File: src/rtl/aigs_pkg.sv
// Shared types, codes and a helper function of the and-inverter graph simulator.
package aigs_pkg;

    localparam int WORD_W      = 64;
    localparam int SLOT_IN_W   = 12;
    localparam int SLICE_IN_W  = 2;
    localparam int CO_W        = 12;
    localparam int PAT_W       = 8;
    localparam int BIT_W       = 6;
    localparam int CFG_W       = 12;
    localparam int RECIP_SHIFT = 24;
    localparam int QUEUE_DEPTH = 4;

    typedef enum logic [1:0] {
        OP_AND  = 2'd0,
        OP_LOAD = 2'd1,
        OP_OUT  = 2'd2,
        OP_NONE = 2'd3
    } t_op;

    typedef enum logic [0:0] {
        CFG_CHECK_MITER = 1'b0,
        CFG_NUM_PO      = 1'b1
    } t_cfg_reg;

    typedef struct packed {
        t_op        op;
        logic       wr_en;
        logic       src0_zero;
        logic       src1_zero;
        logic       inv0;
        logic       inv1;
        logic       fail_en;
        logic [1:0] fail_base;
    } t_ctl;

    function automatic logic [BIT_W-1:0] lowest_set(input logic [WORD_W-1:0] w);
        logic [BIT_W-1:0] n;
        n = BIT_W'(WORD_W - 1);
        for (int i = WORD_W - 1; i >= 0; i--) begin
            if (w[i]) begin
                n = BIT_W'(i);
            end
        end
        return n;
    endfunction

endpackage

File: src/rtl/aigs_queue.sv
// Register queue between the decode front and the execute back.
module aigs_queue
    import aigs_pkg::*;
#(
    parameter int DATA_W = 8,
    parameter int DEPTH  = 4
) (
    input  logic              i_clk,
    input  logic              i_rst_n,
    input  logic              i_push,
    input  logic [DATA_W-1:0] i_data,
    input  logic              i_pop,
    output logic [DATA_W-1:0] o_data,
    output logic              o_full,
    output logic              o_valid
);

    localparam int PTR_W = (DEPTH > 1) ? $clog2(DEPTH) : 1;
    localparam int CNT_W = $clog2(DEPTH + 1);

    logic [DATA_W-1:0] r_entry [DEPTH];
    logic [PTR_W-1:0]  r_wr_ptr;
    logic [PTR_W-1:0]  r_rd_ptr;
    logic [CNT_W-1:0]  r_count;
    logic [PTR_W-1:0]  n_wr_ptr;
    logic [PTR_W-1:0]  n_rd_ptr;
    logic [CNT_W-1:0]  n_count;

    always_comb begin
        n_wr_ptr = r_wr_ptr;
        n_rd_ptr = r_rd_ptr;
        n_count  = r_count;
        if (i_push) begin
            n_wr_ptr = (r_wr_ptr == PTR_W'(DEPTH - 1)) ? '0 : r_wr_ptr + 1'b1;
        end
        if (i_pop) begin
            n_rd_ptr = (r_rd_ptr == PTR_W'(DEPTH - 1)) ? '0 : r_rd_ptr + 1'b1;
        end
        if (i_push && !i_pop) begin
            n_count = r_count + 1'b1;
        end else if (!i_push && i_pop) begin
            n_count = r_count - 1'b1;
        end
    end

    always_ff @(posedge i_clk) begin
        if (!i_rst_n) begin
            r_wr_ptr <= '0;
            r_rd_ptr <= '0;
            r_count  <= '0;
        end else begin
            r_wr_ptr <= n_wr_ptr;
            r_rd_ptr <= n_rd_ptr;
            r_count  <= n_count;
        end
    end

    always_ff @(posedge i_clk) begin
        if (i_push) begin
            r_entry[r_wr_ptr] <= i_data;
        end
    end

    assign o_data  = r_entry[r_rd_ptr];
    assign o_full  = (r_count == CNT_W'(DEPTH));
    assign o_valid = (r_count != '0);

endmodule

File: config.mk
export PLATFORM = sky130hd
export DESIGN_NAME = aigs_queue
export DESIGN_NICKNAME = d
export VERILOG_FILES = /design/src/rtl/aigs_pkg.sv /design/src/rtl/aigs_queue.sv
export SDC_FILE = /design/constraint.sdc
export NUM_CORES = 1
export LEC_CHECK = 0
export BUFFER_PORTS_ARGS = -buffer_cell sky130_fd_sc_hd__buf_4
export CELL_PAD_IN_SITES_DETAIL_PLACEMENT = 0
export CELL_PAD_IN_SITES_GLOBAL_PLACEMENT = 1
export CORE_UTILIZATION = 40
export CTS_CLUSTER_DIAMETER = 40
export CTS_CLUSTER_SIZE = 10
export DETAILED_ROUTE_END_ITERATION = 16
export MAX_ROUTING_LAYER = met4
export PLACE_DENSITY = 0.74
export SYNTH_ARGS = -nofsm -noshare
export SYNTH_HDL_FRONTEND = slang
export SYNTH_SLANG_ARGS = --single-unit
export TNS_END_PERCENT = 30
File: constraint.sdc
create_clock -name i_clk -period 2.4 [get_ports i_clk]
set_input_delay 0.12 -clock i_clk [delete_from_list [all_inputs] [get_ports i_clk]]
set_output_delay 0.12 -clock i_clk [all_outputs]
set_load 0.02 [all_outputs]
== Word level (Yosys, flattened, before mapping) ==
Memories as Yosys holds them, arrays and structs flattened. A register that Yosys moved wholly into a read port is not among the register bits.
Cells that the tools add are included.

* Bits in registers: 7
* Bits in read-only memories: 0
* Bits in latches: 0
* Input bits: 12
* Bits in writable memories: 32
* Word-level logic and storage cells: 25
* Memories: 1

{| class="wikitable"
|+ Memory list
! memory !! words !! bits a word !! rd ports !! clocked after Yosys merged registers in !! write ports !! RTL line !! RTL
|-
| r_entry || 4 || 8 || 1 || 1 || 1 || aigs_queue.sv:21 || <nowiki>logic [DATA_W-1:0] r_entry [DEPTH];</nowiki>
|}

* Eq/ne operators: 3
* Reduce and logical (&&, ||, !) cells: 6
* Div/mod/pow operators: 0
* Multiply operators: 0
* Bitwise logic cells: 0
* Mux-type cells: 8
* $lt $le $gt $ge: 0
* Shift-type cells: 0
* Add/sub/neg operators: 4

{| class="wikitable"
|+ Operator list
! cell !! count
|-
| 2-bit 2-to-1 mux || 4
|-
| 3-bit 2-to-1 mux || 2
|-
| 2-bit by 1-bit adder with 2-bit output, second input constant || 2
|-
| 2-bit equality test, second input constant || 2
|-
| 3-bit by 1-bit adder with 3-bit output, second input constant || 1
|-
| 3-bit equality test, second input constant || 1
|-
| 3-bit nonzero test || 1
|-
| 3-bit by 1-bit subtractor with 3-bit output, second input constant || 1
|-
| 1-bit logical AND || 2
|-
| 1-bit logical NOT || 2
|-
| 1-bit 2-to-1 mux || 2
|-
| 2-bit nonzero test || 1
|}

== Logic depth before layout (Yosys ltp) ==
* Word-level depth: 4
* Gate-level depth with buffers: 7
* Mapped depth without buffers: 7

== Worst setup path after synthesis ==
OpenSTA, ideal clock, no wires.

* Path kind: register -> register
* Start: register r_count[0]
* End: register r_count[2]
* Cell stages (with the launch flop): 5
* Data arrival time: 1.320 ns
* Setup slack: 1.010 ns
* Required time: 2.330 ns
* Cells stage by stage: dfxtp_1 fa_1 xor2_1 or3_1 a21boi_1

* Word-level cells in the longest chain between the ends: 3
* Elaborated cells between the ends (all ways): 4
* Classes of those cells: add/sub: 2; mux: 2

{| class="wikitable"
|+ RTL lines
! item !! RTL line !! RTL
|-
| from (decl) || aigs_queue.sv:24 || <nowiki>logic [CNT_W-1:0] r_count;</nowiki>
|-
| from (signal assigned) || aigs_queue.sv:54 || <nowiki>r_count <= n_count;</nowiki>
|-
| 3-bit by 1-bit subtractor with 3-bit output || aigs_queue.sv:42 || <nowiki>n_count = r_count - 1'b1;</nowiki>
|-
| 3-bit 2-to-1 mux || aigs_queue.sv:41 || <nowiki>end else if (!i_push && i_pop) begin</nowiki>
|-
| 3-bit 2-to-1 mux * || aigs_queue.sv:39 || <nowiki>if (i_push && !i_pop) begin</nowiki>
|}

Mark *: on every way between the ends. The rest lies on a longest branch, timed or not. The select of a mux whose other input is x is not followed.
A chain may end at the register's enable or synchronous reset.

==> summary.txt <==
Pwr
  • Leak: 0.710 nW
  • Total power: 1.59 mW
  • Power Density: 823 nW/µm²
  • Worst vdd ir: 0.000276 V

Detailed routing
  • DRC violations left: 0
  • Drt pass-1 iters: 3
  • Initial drt markers: 28
  • Avg WL per Cell: 14.9 µm
  • Antenna Nets Post-Route: 0
  • Final wirelength: 2.39 mm
  • Number of vias per cell: 4.80
  • Via count: 772

Die
  • Core Box Area: 3770 µm²
  • DIE AREA: 4300 µm²
  • Die Span X: 65.6 µm
  • Starting Density: 0.429
  • Row count: 22
  • I/O pin total: 22
  • Chip height: 65.6 µm

Global route
  • Vias in the first global route: 847
  • Antenna violations before repair: 0
  • Largest net degree at the start of global routing: 13
  • GR Overflow Total: 0
  • Gr usage total: 0.141
  • First-pass GRT wire length: 4.00 mm

Finish
  • ANT cells: 0
  • Most frequent cells in the layout: edfxtp_1, buf_4, dfxtp_1
  • Post-layout net count: 131
  • Filler instances: 318
  • Synthesis-to-layout area growth: 19.7%
  • Most common cell after layout, fill and taps aside: edfxtp_1
  • Share of layout cells above drive strength 1: 0.319

Worst setup path
  • Startpoint Class: flip-flop
  • WP data arrival: 1730 ps
  • Crit Path Max Fanout: 8
  • Crit end category: primary output
  • Critical Path Max Stage Delay: 680 ps
  • Slowest-stage cell, CP: dfxtp_1
  • CP Cell Sequence: mux4_2 > buf_4
  • Crit Path Class: reg -> out
  • WP data required: 2280 ps

STA
  • Setup tns final: 0 ps
  • Final setup fails: 0
  • Tcrit/Tclk final: 0.772
  • Tmin final: 1850 ps
  • Hold Slack: 27.6 ps
  • Worst-Margin Slew: 556 ps
  • Fmax: 540 MHz
  • Clock Skews: 4.79 ps
  • Slew HR: 0.629
  • Final Hold Viols: 0
  • RSZ-0062 raised after global routing: no
  • Slew Limit Fails: 0

Logic synthesis
  • Cells after Synth: 86
  • Total nets after synthesis: 105
  • Post-synthesis area per instance: 18.8 µm²
  • Yosys cell types: 20
  • Cell accounting for the most synthesized area: edfxtp_1
  • Flop and latch count out of synthesis: 41
  • Register area share after synthesis: 0.706
  • Synth top area cells: edfxtp_1, dfxtp_1, mux4_2
  • Top cell type's share of synthesized area: 0.594
  • Synth Warn #: 0
  • Post-Syn Area: 1620 µm²

Place
  • Routability congestion estimate: 0.694
  • HPWL Detailed: 1.69 mm
  • Port bufs: 21

Status
  • Outcome: complete, no violations

CTS
  • Root buffer cell: clkbuf_8
  • CTS Hold Bufs: 0
  • Post-cts sizing count: 0
  • TritonCTS clock tree: yes
  • Worst skew pair latency: 280 ps
  • Clk sinks: 41
  • CTS Buf Count: 5
  • Max Buffers Root-to-Sink: 2
  • Setup Fix Bufs, Post-CTS: 0
  • H-Tree Depth: 2
  • Clock transition at the registers of the reported paths: 80 ps

Hold path
  • HP Class: in -> reg

Run
  • Max-Cap Viols: 0
==> cell usage after synthesis, drive strengths merged <==
| master | instances |
|---|---|
| a21boi | 1 |
| and2 | 5 |
| buf | 1 |
| clkbuf | 1 |
| dfxtp | 9 |
| edfxtp | 32 |
| fa | 1 |
| ha | 6 |
| inv | 4 |
| mux2i | 4 |
| mux4 | 8 |
| nor2 | 1 |
| nor2b | 5 |
| nor3 | 1 |
| nor3b | 1 |
| o21a | 1 |
| o21ai | 1 |
| or3 | 2 |
| xnor2 | 1 |
| xor2 | 1 |
==> stage by stage <==
stage / cell area (µm²) / cells / utilization / setup slack [ps]
5_1_grt: 1930 / 161 / 0.513 / 409
4_1_cts: 1930 / 161 / 0.513 / 485
3_5_place_dp: 1820 / 153 / 0.482 / 759
2_1_floorplan: 1620 / 86 / - / 1010
3_3_place_gp: 1820 / 153 / 0.482 / 833
6_report: 1930 / 161 / 0.513 / 547
==> layer usage <==
| metal | vias up | GRT usage | part of all wire |
|---|---|---|---|
| met5 | - | - | 0 |
| met4 | 0 | 0.0571 | 0.018 |
| met3 | 6 | 0.0608 | 0.046 |
| met2 | 15 | 0.223 | 0.50 |
| met1 | 374 | 0.157 | 0.43 |
| li1 | 377 | - | - |
==> critical path, delay by kind of cell, from the launching register on <==
| family | cells | cell delay, ps |
|---|---|---|
| buf+inv | 1 | 180 |
| flops | 1 | 680 |
| mux | 1 | 590 |
==> state kept, by name, summed over array words and instances, names as in the netlist, named ones only <==
signal and cells:
r_count 3, r_rd_ptr 2, r_wr_ptr 2, r_entry 32
==> cell type report <==
| cell class | instances | area (µm²) | area share |
|---|---|---|---|
| Tap cell | 48 | 60.1 | 0.0310 |
| Multi-Input combinational cell | 39 | 444 | 0.230 |
| Clock buffer | 7 | 86.3 | 0.0446 |
| Sequential cell | 41 | 1140 | 0.590 |
| Clock inverter | 1 | 30.0 | 0.0155 |
| Inverter | 4 | 15.0 | 0.00776 |
| Timing Repair Buffer | 21 | 158 | 0.0815 |
==> cell families after synthesis <==
| logic type | after synthesis | share of synthesized area |
|---|---|---|
| adders and majority gates | 7 | 0.0588 |
| AOI/OAI and AO/OA | 3 | 0.0124 |
| xor gates and xnor gates | 2 | 0.0108 |
| DFF | 41 | 0.706 |
| buffers and inverters | 6 | 0.0193 |
| and+or+nand+nor | 15 | 0.0565 |
| muxes | 12 | 0.136 |
==> final timing paths <==
path	startpoint	end	slack, ps	cells past startpoint
max	flip-flop	o_data[3]	550	2
min	i_data[7]	r_entry[0][7]	30	1
max reg2reg	r_count[0]	r_count[2]	930	4
min reg2reg	r_count[2]	r_count[2]	490	2
==> power by group <==
group	switching (mW)	internal [mW]
Combinational	0.0962	0.103
Sequential	0.0302	0.808
Clock	0.217	0.339
Total	0.344	1.25
No activity file was read; power rests on OpenSTA's default activity.
