## config.mk

```make
export PLATFORM = sky130hd
export DESIGN_NAME = aigs_front
export DESIGN_NICKNAME = d
export VERILOG_FILES = /design/src/rtl/aigs_pkg.sv /design/src/rtl/aigs_front.sv
export SDC_FILE = /design/constraint.sdc
export NUM_CORES = 1
export LEC_CHECK = 0
export ABC_CLOCK_PERIOD_IN_PS = 14100
export BUFFER_PORTS_ARGS = -buffer_cell sky130_fd_sc_hd__buf_2
export CAP_MARGIN = 20
export CORE_ASPECT_RATIO = 0.7
export CORE_MARGIN = 4
export CORE_UTILIZATION = 45
export CTS_BUF_LIST = sky130_fd_sc_hd__clkbuf_8
export DETAILED_ROUTE_END_ITERATION = 8
export HOLD_SLACK_MARGIN = 0.02
export PLACE_DENSITY = 0.82
export SETUP_SLACK_MARGIN = 0.05
export SLEW_MARGIN = 20
export SYNTH_ARGS = -nofsm -noshare
export SYNTH_HDL_FRONTEND = slang
export SYNTH_SLANG_ARGS = --single-unit
```

## constraint.sdc

```tcl
create_clock -name i_clk -period 14.1 [get_ports i_clk]
set_input_delay 2.82 -clock i_clk [delete_from_list [all_inputs] [get_ports i_clk]]
set_output_delay 2.82 -clock i_clk [all_outputs]
set_load 0.02 [all_outputs]
```

## src/rtl/aigs_pkg.sv

```systemverilog
// Shared types, codes and a helper function of the and-inverter graph simulator.
package aigs_pkg;

    localparam int WORD_W      = 64;
    localparam int SLOT_IN_W   = 12;
    localparam int SLICE_IN_W  = 2;
    localparam int CO_W        = 12;
    localparam int PAT_W       = 8;
    localparam int BIT_W       = 6;
    localparam int CFG_W       = 12;
    localparam int RECIP_SHIFT = 24;
    localparam int QUEUE_DEPTH = 4;

    typedef enum logic [1:0] {
        OP_AND  = 2'd0,
        OP_LOAD = 2'd1,
        OP_OUT  = 2'd2,
        OP_NONE = 2'd3
    } t_op;

    typedef enum logic [0:0] {
        CFG_CHECK_MITER = 1'b0,
        CFG_NUM_PO      = 1'b1
    } t_cfg_reg;

    typedef struct packed {
        t_op        op;
        logic       wr_en;
        logic       src0_zero;
        logic       src1_zero;
        logic       inv0;
        logic       inv1;
        logic       fail_en;
        logic [1:0] fail_base;
    } t_ctl;

    function automatic logic [BIT_W-1:0] lowest_set(input logic [WORD_W-1:0] w);
        logic [BIT_W-1:0] n;
        n = BIT_W'(WORD_W - 1);
        for (int i = WORD_W - 1; i >= 0; i--) begin
            if (w[i]) begin
                n = BIT_W'(i);
            end
        end
        return n;
    endfunction

endpackage

```

## src/rtl/aigs_front.sv

```systemverilog
// Decode front: configuration registers, slot and slice wrapping, item classification.
module aigs_front
    import aigs_pkg::*;
#(
    parameter int FRONT_SLOTS = 4096,
    parameter int WORD_SLICES = 4,
    parameter int ADDR_W      = 14
) (
    input  logic                  i_clk,
    input  logic                  i_rst_n,
    input  logic                  i_cfg_we,
    input  logic [0:0]            i_cfg_index,
    input  logic [CFG_W-1:0]      i_cfg_data,
    input  logic                  i_in_valid,
    output logic                  o_in_ready,
    input  logic [1:0]            i_operation,
    input  logic [SLOT_IN_W-1:0]  i_dest_slot,
    input  logic [SLOT_IN_W-1:0]  i_src0_slot,
    input  logic [SLOT_IN_W-1:0]  i_src1_slot,
    input  logic                  i_invert0,
    input  logic                  i_invert1,
    input  logic [WORD_W-1:0]     i_ci_value,
    input  logic [CO_W-1:0]       i_co_number,
    input  logic [SLICE_IN_W-1:0] i_word_slice,
    input  logic                  i_q_full,
    output logic                  o_push,
    output t_ctl                  o_ctl,
    output logic [ADDR_W-1:0]     o_dest_addr,
    output logic [ADDR_W-1:0]     o_src0_addr,
    output logic [ADDR_W-1:0]     o_src1_addr,
    output logic [WORD_W-1:0]     o_ci_value,
    output logic [CO_W-1:0]       o_co_number
);

    localparam int SLOT_W  = $clog2(FRONT_SLOTS);
    localparam int SLICE_W = ADDR_W - SLOT_W;
    localparam int RECIP_I = (1 << RECIP_SHIFT) / FRONT_SLOTS;
    localparam logic [RECIP_SHIFT-1:0] RECIP = RECIP_SHIFT'(RECIP_I);
    localparam int PROD_W  = SLOT_IN_W + RECIP_SHIFT;
    localparam int FOLD_W  = SLOT_W + 1;
    localparam int MUL_W   = SLOT_IN_W + FOLD_W;

    function automatic logic [SLOT_IN_W-1:0] slot_quot(input logic [SLOT_IN_W-1:0] v);
        logic [PROD_W-1:0] p;
        p = PROD_W'(v) * PROD_W'(RECIP);
        return p[PROD_W-1:RECIP_SHIFT];
    endfunction

    function automatic logic [SLOT_IN_W-1:0] slot_rem(input logic [SLOT_IN_W-1:0] v,
                                                      input logic [SLOT_IN_W-1:0] q);
        logic [MUL_W-1:0] p;
        p = MUL_W'(q) * MUL_W'(FRONT_SLOTS);
        return v - p[SLOT_IN_W-1:0];
    endfunction

    function automatic logic [SLOT_W-1:0] slot_fold(input logic [SLOT_IN_W-1:0] r);
        logic [FOLD_W+SLOT_IN_W-1:0] w;
        w = (FOLD_W + SLOT_IN_W)'(r);
        if (w >= (FOLD_W + SLOT_IN_W)'(FRONT_SLOTS)) begin
            w = w - (FOLD_W + SLOT_IN_W)'(FRONT_SLOTS);
        end
        return SLOT_W'(w);
    endfunction

    logic                  r_check_miter;
    logic [CFG_W-1:0]      r_num_po;

    logic                  r_s1_valid;
    t_op                   r_s1_op;
    logic [SLOT_IN_W-1:0]  r_s1_vd;
    logic [SLOT_IN_W-1:0]  r_s1_v0;
    logic [SLOT_IN_W-1:0]  r_s1_v1;
    logic [SLOT_IN_W-1:0]  r_s1_qd;
    logic [SLOT_IN_W-1:0]  r_s1_q0;
    logic [SLOT_IN_W-1:0]  r_s1_q1;
    logic [SLICE_W-1:0]    r_s1_slice;
    logic [1:0]            r_s1_base;
    logic                  r_s1_inv0;
    logic                  r_s1_inv1;
    logic [WORD_W-1:0]     r_s1_civ;
    logic [CO_W-1:0]       r_s1_co;
    logic                  r_s1_fail_en;

    logic                  r_s2_valid;
    t_op                   r_s2_op;
    logic [SLOT_IN_W-1:0]  r_s2_rd;
    logic [SLOT_IN_W-1:0]  r_s2_r0;
    logic [SLOT_IN_W-1:0]  r_s2_r1;
    logic [SLICE_W-1:0]    r_s2_slice;
    logic [1:0]            r_s2_base;
    logic                  r_s2_inv0;
    logic                  r_s2_inv1;
    logic [WORD_W-1:0]     r_s2_civ;
    logic [CO_W-1:0]       r_s2_co;
    logic                  r_s2_fail_en;

    logic                  en;
    logic [7:0]            n_slice;
    logic [SLOT_W-1:0]     dslot;
    logic [SLOT_W-1:0]     s0slot;
    logic [SLOT_W-1:0]     s1slot;

    assign en         = !r_s2_valid || !i_q_full;
    assign o_in_ready = en;

    always_ff @(posedge i_clk) begin
        if (!i_rst_n) begin
            r_check_miter <= 1'b0;
            r_num_po      <= '0;
        end else if (i_cfg_we) begin
            unique case (t_cfg_reg'(i_cfg_index))
                CFG_CHECK_MITER: r_check_miter <= i_cfg_data[0];
                CFG_NUM_PO:      r_num_po      <= i_cfg_data;
                default:         r_num_po      <= r_num_po;
            endcase
        end
    end

    always_comb begin
        n_slice = 8'(i_word_slice);
        if (WORD_SLICES == 1) begin
            n_slice = '0;
        end else if (n_slice >= 8'(WORD_SLICES)) begin
            n_slice = n_slice - 8'(WORD_SLICES);
        end
    end

    always_ff @(posedge i_clk) begin
        if (!i_rst_n) begin
            r_s1_valid <= 1'b0;
            r_s2_valid <= 1'b0;
        end else if (en) begin
            r_s1_valid <= i_in_valid && (t_op'(i_operation) != OP_NONE);
            r_s2_valid <= r_s1_valid;
        end
    end

    always_ff @(posedge i_clk) begin
        if (en) begin
            r_s1_op      <= t_op'(i_operation);
            r_s1_vd      <= i_dest_slot;
            r_s1_v0      <= i_src0_slot;
            r_s1_v1      <= i_src1_slot;
            r_s1_qd      <= slot_quot(i_dest_slot);
            r_s1_q0      <= slot_quot(i_src0_slot);
            r_s1_q1      <= slot_quot(i_src1_slot);
            r_s1_slice   <= SLICE_W'(n_slice);
            r_s1_base    <= n_slice[1:0];
            r_s1_inv0    <= i_invert0;
            r_s1_inv1    <= i_invert1;
            r_s1_civ     <= i_ci_value;
            r_s1_co      <= i_co_number;
            r_s1_fail_en <= r_check_miter && (i_co_number < r_num_po);

            r_s2_op      <= r_s1_op;
            r_s2_rd      <= slot_rem(r_s1_vd, r_s1_qd);
            r_s2_r0      <= slot_rem(r_s1_v0, r_s1_q0);
            r_s2_r1      <= slot_rem(r_s1_v1, r_s1_q1);
            r_s2_slice   <= r_s1_slice;
            r_s2_base    <= r_s1_base;
            r_s2_inv0    <= r_s1_inv0;
            r_s2_inv1    <= r_s1_inv1;
            r_s2_civ     <= r_s1_civ;
            r_s2_co      <= r_s1_co;
            r_s2_fail_en <= r_s1_fail_en;
        end
    end

    always_comb begin
        dslot  = slot_fold(r_s2_rd);
        s0slot = slot_fold(r_s2_r0);
        s1slot = slot_fold(r_s2_r1);

        o_push            = r_s2_valid && !i_q_full;
        o_ctl.op          = r_s2_op;
        o_ctl.wr_en       = ((r_s2_op == OP_AND) || (r_s2_op == OP_LOAD)) && (dslot != '0);
        o_ctl.src0_zero   = (s0slot == '0);
        o_ctl.src1_zero   = (s1slot == '0);
        o_ctl.inv0        = r_s2_inv0;
        o_ctl.inv1        = r_s2_inv1;
        o_ctl.fail_en     = r_s2_fail_en;
        o_ctl.fail_base   = r_s2_base;
        o_dest_addr       = {r_s2_slice, dslot};
        o_src0_addr       = {r_s2_slice, s0slot};
        o_src1_addr       = {r_s2_slice, s1slot};
        o_ci_value        = r_s2_civ;
        o_co_number       = r_s2_co;
    end

endmodule

```

Word level (Yosys, flattened, before mapping)
Index checks and enable logic that the tools add are counted.
Operators by class
  bitwise operators: 1
  magnitude comparators: 1
  eq/ne operators: 2
  reductions and logical operators: 14
Operator list (count)
  12-bit zero test: 2
  12-bit less-than comparator: 1
  12-bit nonzero test: 1
  1-bit logical AND: 4
  2-bit AND reduction: 2
  2-bit by 1-bit == test with 1-bit output, second input constant: 1
  1-bit zero test: 2
  2-bit zero test: 1
  1-bit logical OR: 2
  2-bit inequality test, second input constant: 1
  1-bit NOT: 1
Word-level totals
  output and inout bits: 130
  logic and storage cells: 42
  input bits: 136
  flip-flop bits (word level): 253

Longest topological paths before layout
  depth in word-level cells: 3
  depth in mapped cells: 6
  depth with buffers taken out: 6

Worst setup path before layout
Ideal clock, no wire load.
  kind: input-to-output
  start point: input i_q_full
  end point: output o_in_ready
  path buffers: 0
  data required time: 11.280 ns
  path slack: 3.339 ns
  stages: 1
  arrival: 7.941 ns
  path through: nand2_1
Between the ends
  cells in the longest elaborated chain, start to end: 2
RTL lines
  from (decl): line aigs_front.sv:25  | input logic i_q_full,
  1-bit zero test: line aigs_front.sv:103  | assign en = !r_s2_valid || !i_q_full;
  1-bit logical OR: line aigs_front.sv:103
  to (decl): line aigs_front.sv:15  | output logic o_in_ready,
Every way passes these cells.

Worst setup path after layout
Ends and elaborated chain as after synthesis.

==> flow_summary.json <==
{
  "synthCells": 365,
  "die_y_um": 121,
  "cp_data_arrival_time_ns": 3.66,
  "final_nets": 808,
  "drv_cap": 0,
  "critical_path.startpoint_type": "primary input",
  "remaining_drc_errors": 0,
  "whs_ns": 0.414,
  "share_of_power_burned_in_the_clock_network_pct": 35.3,
  "synth_mux_area_share_pct": 0.123,
  "cp.required_ns": 11.28,
  "setup_total_negative_slack_ns": 0,
  "report.final.slew_viol_count": 0,
  "drtPass1Iterations": 4,
  "reg2reg_slack_ns": 11.41,
  "p_seq_share_pct": 57.7,
  "total_congestion_overflow_after_global_routing": 0,
  "portion_of_the_post_synthesis_area_used_by_sequential_elements_pct": 91.5,
  "criticalPathCategory": "in2out",
  "vias": 4345,
  "place_ws_ns": 7.60,
  "crit_path_max_fo": 35,
  "cp.buffers_inverters": 2,
  "clock_tree.htree_level_count": 2,
  "syn_avg_cell_area_um2": 22.3,
  "critical_path_s_top_delay_family": "buffers and inverters",
  "yosysUniqueCellTypes": 23,
  "floorplan.initialDensity_pct": 46.6,
  "hold_start": "r_s1_civ[21]",
  "final_core_utilization_pct": 59.7,
  "switching_share_pct": 22.0,
  "max_clock_freq_mhz": 154,
  "tritoncts": "done",
  "numPortBuffers": 265,
  "clock_transition_at_the_registers_of_the_reported_paths_ns": 0.06,
  "synthDominantAreaCellType": "sky130_fd_sc_hd__edfxtp_1",
  "timing.rr.start": "r_s2_valid",
  "switch_pwr_mw": 0.342,
  "tritoncts_num_sinks": 253,
  "die-width_um": 169,
  "yosys.area_share.simple_pct": 3.26,
  "post-route-worst-setup-slack_ns": 7.62,
  "rows": 40,
  "synthesized_area_fraction_occupied_by_ao_oa_aoi_and_oai_cells_pct": 1.95,
  "crit_path_top_delay_cell": "sky130_fd_sc_hd__nand2_4",
  "power_density_nw_per_um2": 149,
  "postSynthNetCount": 512,
  "drt_iter0_markers": 380,
  "grt_pass1_vias": 4576,
  "wire_length_of_the_first_global_routing_pass_mm": 24.5,
  "clkLatencyLatePin_ns": 0.50,
  "detailed_place.area_um2": 9710,
  "vias_per_cell": 4.72,
  "setup_repair_after_global_routing_missed_its_margin": "no",
  "holdBufCountCts": 0,
  "p_leak_nw": 4.31,
  "layout-drive-gt1-share_pct": 46.3,
  "ctsResizeCount": 0,
  "r2r_cells": 3,
  "maximum_buffer_depth_of_the_clock_tree": 3,
  "timing.critical_path.to_type": "primary output",
  "grt_antenna_before_repair": 4,
  "antenna_left": 0,
  "worstHoldEndpoint": "o_ci_value[21]",
  "max_slew_margin_pct": 37.0,
  "timing.hold.worst_path_depth": 0,
  "post_synth_xor_area_fraction_pct": 0,
  "setup_violations": 0,
  "netlist_area_before_placement_um2": 8140,
  "finalWeightedCongestion": 0.927,
  "post_cts_buffers": 0,
  "crit_start": "i_q_full",
  "post_drt_wl_per_cell_um": 18.2,
  "hp-class": "reg2reg",
  "p_int_mw": 1.21,
  "share_comb_of_total_power_pct": 7.0,
  "finalHoldViolations": 0,
  "fin_skew_ns": 0.0258,
  "synth_top_area_share_pct": 87.8,
  "grt_start_max_net_pins": 82,
  "synth_area_leaders": "sky130_fd_sc_hd__edfxtp_1 (88%), sky130_fd_sc_hd__dfxtp_1 (3.7%), sky130_fd_sc_hd__ha_1 (1.7%), sky130_fd_sc_hd__nand2_1 (1.3%), sky130_fd_sc_hd__a21boi_0 (1.2%)",
  "synth_adder_area_share_pct": 1.69,
  "routed_wl_mm": 16.7,
  "io_pins": 266,
  "synth_seq_cells": 253,
  "grt_usage_pct": 15.7,
  "run_status": "finished clean",
  "numCtsBuffers": 38,
  "crit_path_frequent_cell": "sky130_fd_sc_hd__buf_2",
  "fp.coreArea_um2": 17500,
  "cell_chain_critical_path": "buf_2 > nand2_4 > buf_2",
  "max-vdd-ir-drop_mv": 0.0992,
  "max_stage_delay_ns": 0.40,
  "min_period_over_period_pct": 46.0,
  "area_growth_pct": 28.1,
  "crit_path_time_final_ns": 6.48,
  "synth_top_family_by_area": "simple AND/OR/NAND/NOR gates",
  "dp.final_hpwl_mm": 12.0,
  "worst_pin_slew_ns": 0.945,
  "finish.instance_area_um2": 10400,
  "num-fill-cells": 1281,
  "synth.yosys.warnings": 0,
  "clock_tree.root_cell": "sky130_fd_sc_hd__clkbuf_8",
  "rr_endpoint": "o_ci_value[9]",
  "dieArea_um2": 20300
}
[cells in the mapped netlist]
master                      count
sky130_fd_sc_hd__dfxtp_1       15
sky130_fd_sc_hd__and3_1         2
sky130_fd_sc_hd__nand4_1        2
sky130_fd_sc_hd__o21ai_0        1
sky130_fd_sc_hd__o21a_1         1
sky130_fd_sc_hd__nor2b_1        4
sky130_fd_sc_hd__nor2_1         1
sky130_fd_sc_hd__and2_1         1
sky130_fd_sc_hd__a21oi_1        4
sky130_fd_sc_hd__a21o_1         1
sky130_fd_sc_hd__nand2_1       29
sky130_fd_sc_hd__a31oi_1        1
sky130_fd_sc_hd__inv_1         11
sky130_fd_sc_hd__a2111oi_2      1
sky130_fd_sc_hd__mux2i_1        1
sky130_fd_sc_hd__a21boi_0      13
sky130_fd_sc_hd__ha_1          11
sky130_fd_sc_hd__nand3_1        3
sky130_fd_sc_hd__clkbuf_1       3
sky130_fd_sc_hd__nand2b_1       2
sky130_fd_sc_hd__buf_4          9
sky130_fd_sc_hd__nor4_1        11
sky130_fd_sc_hd__edfxtp_1     238
[worst reg2reg max path, delay by kind of cell, from the launching register on]
kind	cells	cell delay, ns
buffers and inverters	2	1.49
DFF	1	0.35
and+or+nand+nor	1	0.41
[flip-flops by register name (all words and copies together) (netlist names), 2 cells and up]
name,count
o_ci_value,64
r_s2_op,2
r_s1_v1,12
r_s2_r1,12
r_s1_v0,12
r_s1_civ,64
r_num_po,12
r_s1_base,2
r_s1_co,12
r_s2_r0,12
r_s1_op,2
r_s2_base,2
dslot,12
o_co_number,12
r_s1_vd,12
[logic make-up (layout without fill, tap and decap cells)]
logic type / count (synthesis) / in the layout
other cells: 0 / 3
compound gates: 22 / 22
mux: 1 / 1
flops: 253 / 253
fa+ha+maj: 11 / 11
simple gates: 55 / 55
buf+inv: 23 / 345
[area by class of cell]
type,instances,area [um^2],share of cell area [%]
Sequential cell,253,7450,71.5
Clock buffer,43,592,5.68
Antenna cell,3,7.51,0.0720
Clock inverter,23,118,1.13
Multi-Input combinational cell,89,579,5.56
Inverter,11,41.3,0.396
Tap cell,231,289,2.77
Timing Repair Buffer,268,1350,12.9
[per-layer routing]
layer / GRT usage [%] / wire length [um]
met5: 0 / 13
met2: 25.2 / 7890
met4: 4.51 / 243
met3: 7.06 / 1990
met1: 19.4 / 6580
[power by group through the flow]
stage / clock network [mW] / logic [mW] / registers (mW)
2_1_floorplan: 0 / 0.0218 / 0.947
3_3_place_gp: 0 / 0.107 / 0.909
3_5_place_dp: 0 / 0.110 / 0.913
4_1_cts: 0.568 / 0.111 / 0.898
5_1_grt: 0.611 / 0.117 / 0.901
6_report: 0.549 / 0.109 / 0.897
[worst max path at each step]
stage	slack, ns	cells after the start	endpoint
6_report	7.62	3	o_in_ready
5_1_grt	7.55	3	o_in_ready
4_1_cts	7.60	3	o_in_ready
3_5_place_dp	7.60	3	o_in_ready
3_3_place_gp	7.66	3	o_in_ready
2_1_floorplan	3.34	1	o_in_ready
[cells in the final DEF, fill, tap and decap left out]
cell type,instances
sky130_fd_sc_hd__a2111oi_2,1
sky130_fd_sc_hd__a21boi_0,13
sky130_fd_sc_hd__a21o_1,1
sky130_fd_sc_hd__a21oi_1,4
sky130_fd_sc_hd__a31oi_1,1
sky130_fd_sc_hd__and2_1,1
sky130_fd_sc_hd__and3_1,2
sky130_fd_sc_hd__buf_2,265
sky130_fd_sc_hd__buf_4,3
sky130_fd_sc_hd__bufinv_16,1
sky130_fd_sc_hd__clkbuf_8,43
sky130_fd_sc_hd__clkinv_1,6
sky130_fd_sc_hd__clkinv_2,4
sky130_fd_sc_hd__dfxtp_1,15
sky130_fd_sc_hd__diode_2,3
sky130_fd_sc_hd__edfxtp_1,238
sky130_fd_sc_hd__ha_1,11
sky130_fd_sc_hd__inv_1,23
sky130_fd_sc_hd__mux2i_1,1
sky130_fd_sc_hd__nand2_1,28
sky130_fd_sc_hd__nand2_4,1
sky130_fd_sc_hd__nand2b_1,2
sky130_fd_sc_hd__nand3_1,3
sky130_fd_sc_hd__nand4_1,2
sky130_fd_sc_hd__nor2_1,1
sky130_fd_sc_hd__nor2b_1,4
sky130_fd_sc_hd__nor4_1,11
sky130_fd_sc_hd__o21a_1,1
sky130_fd_sc_hd__o21ai_0,1
[stage by stage]
step,instances,power [mW]
after floorplan,365,0.969
after global placement,852,1.02
after detailed placement,852,1.02
after CTS,918,1.58
after global routing,920,1.63
final,921,1.55
Note: power is estimated with default switching activity, not from simulation.
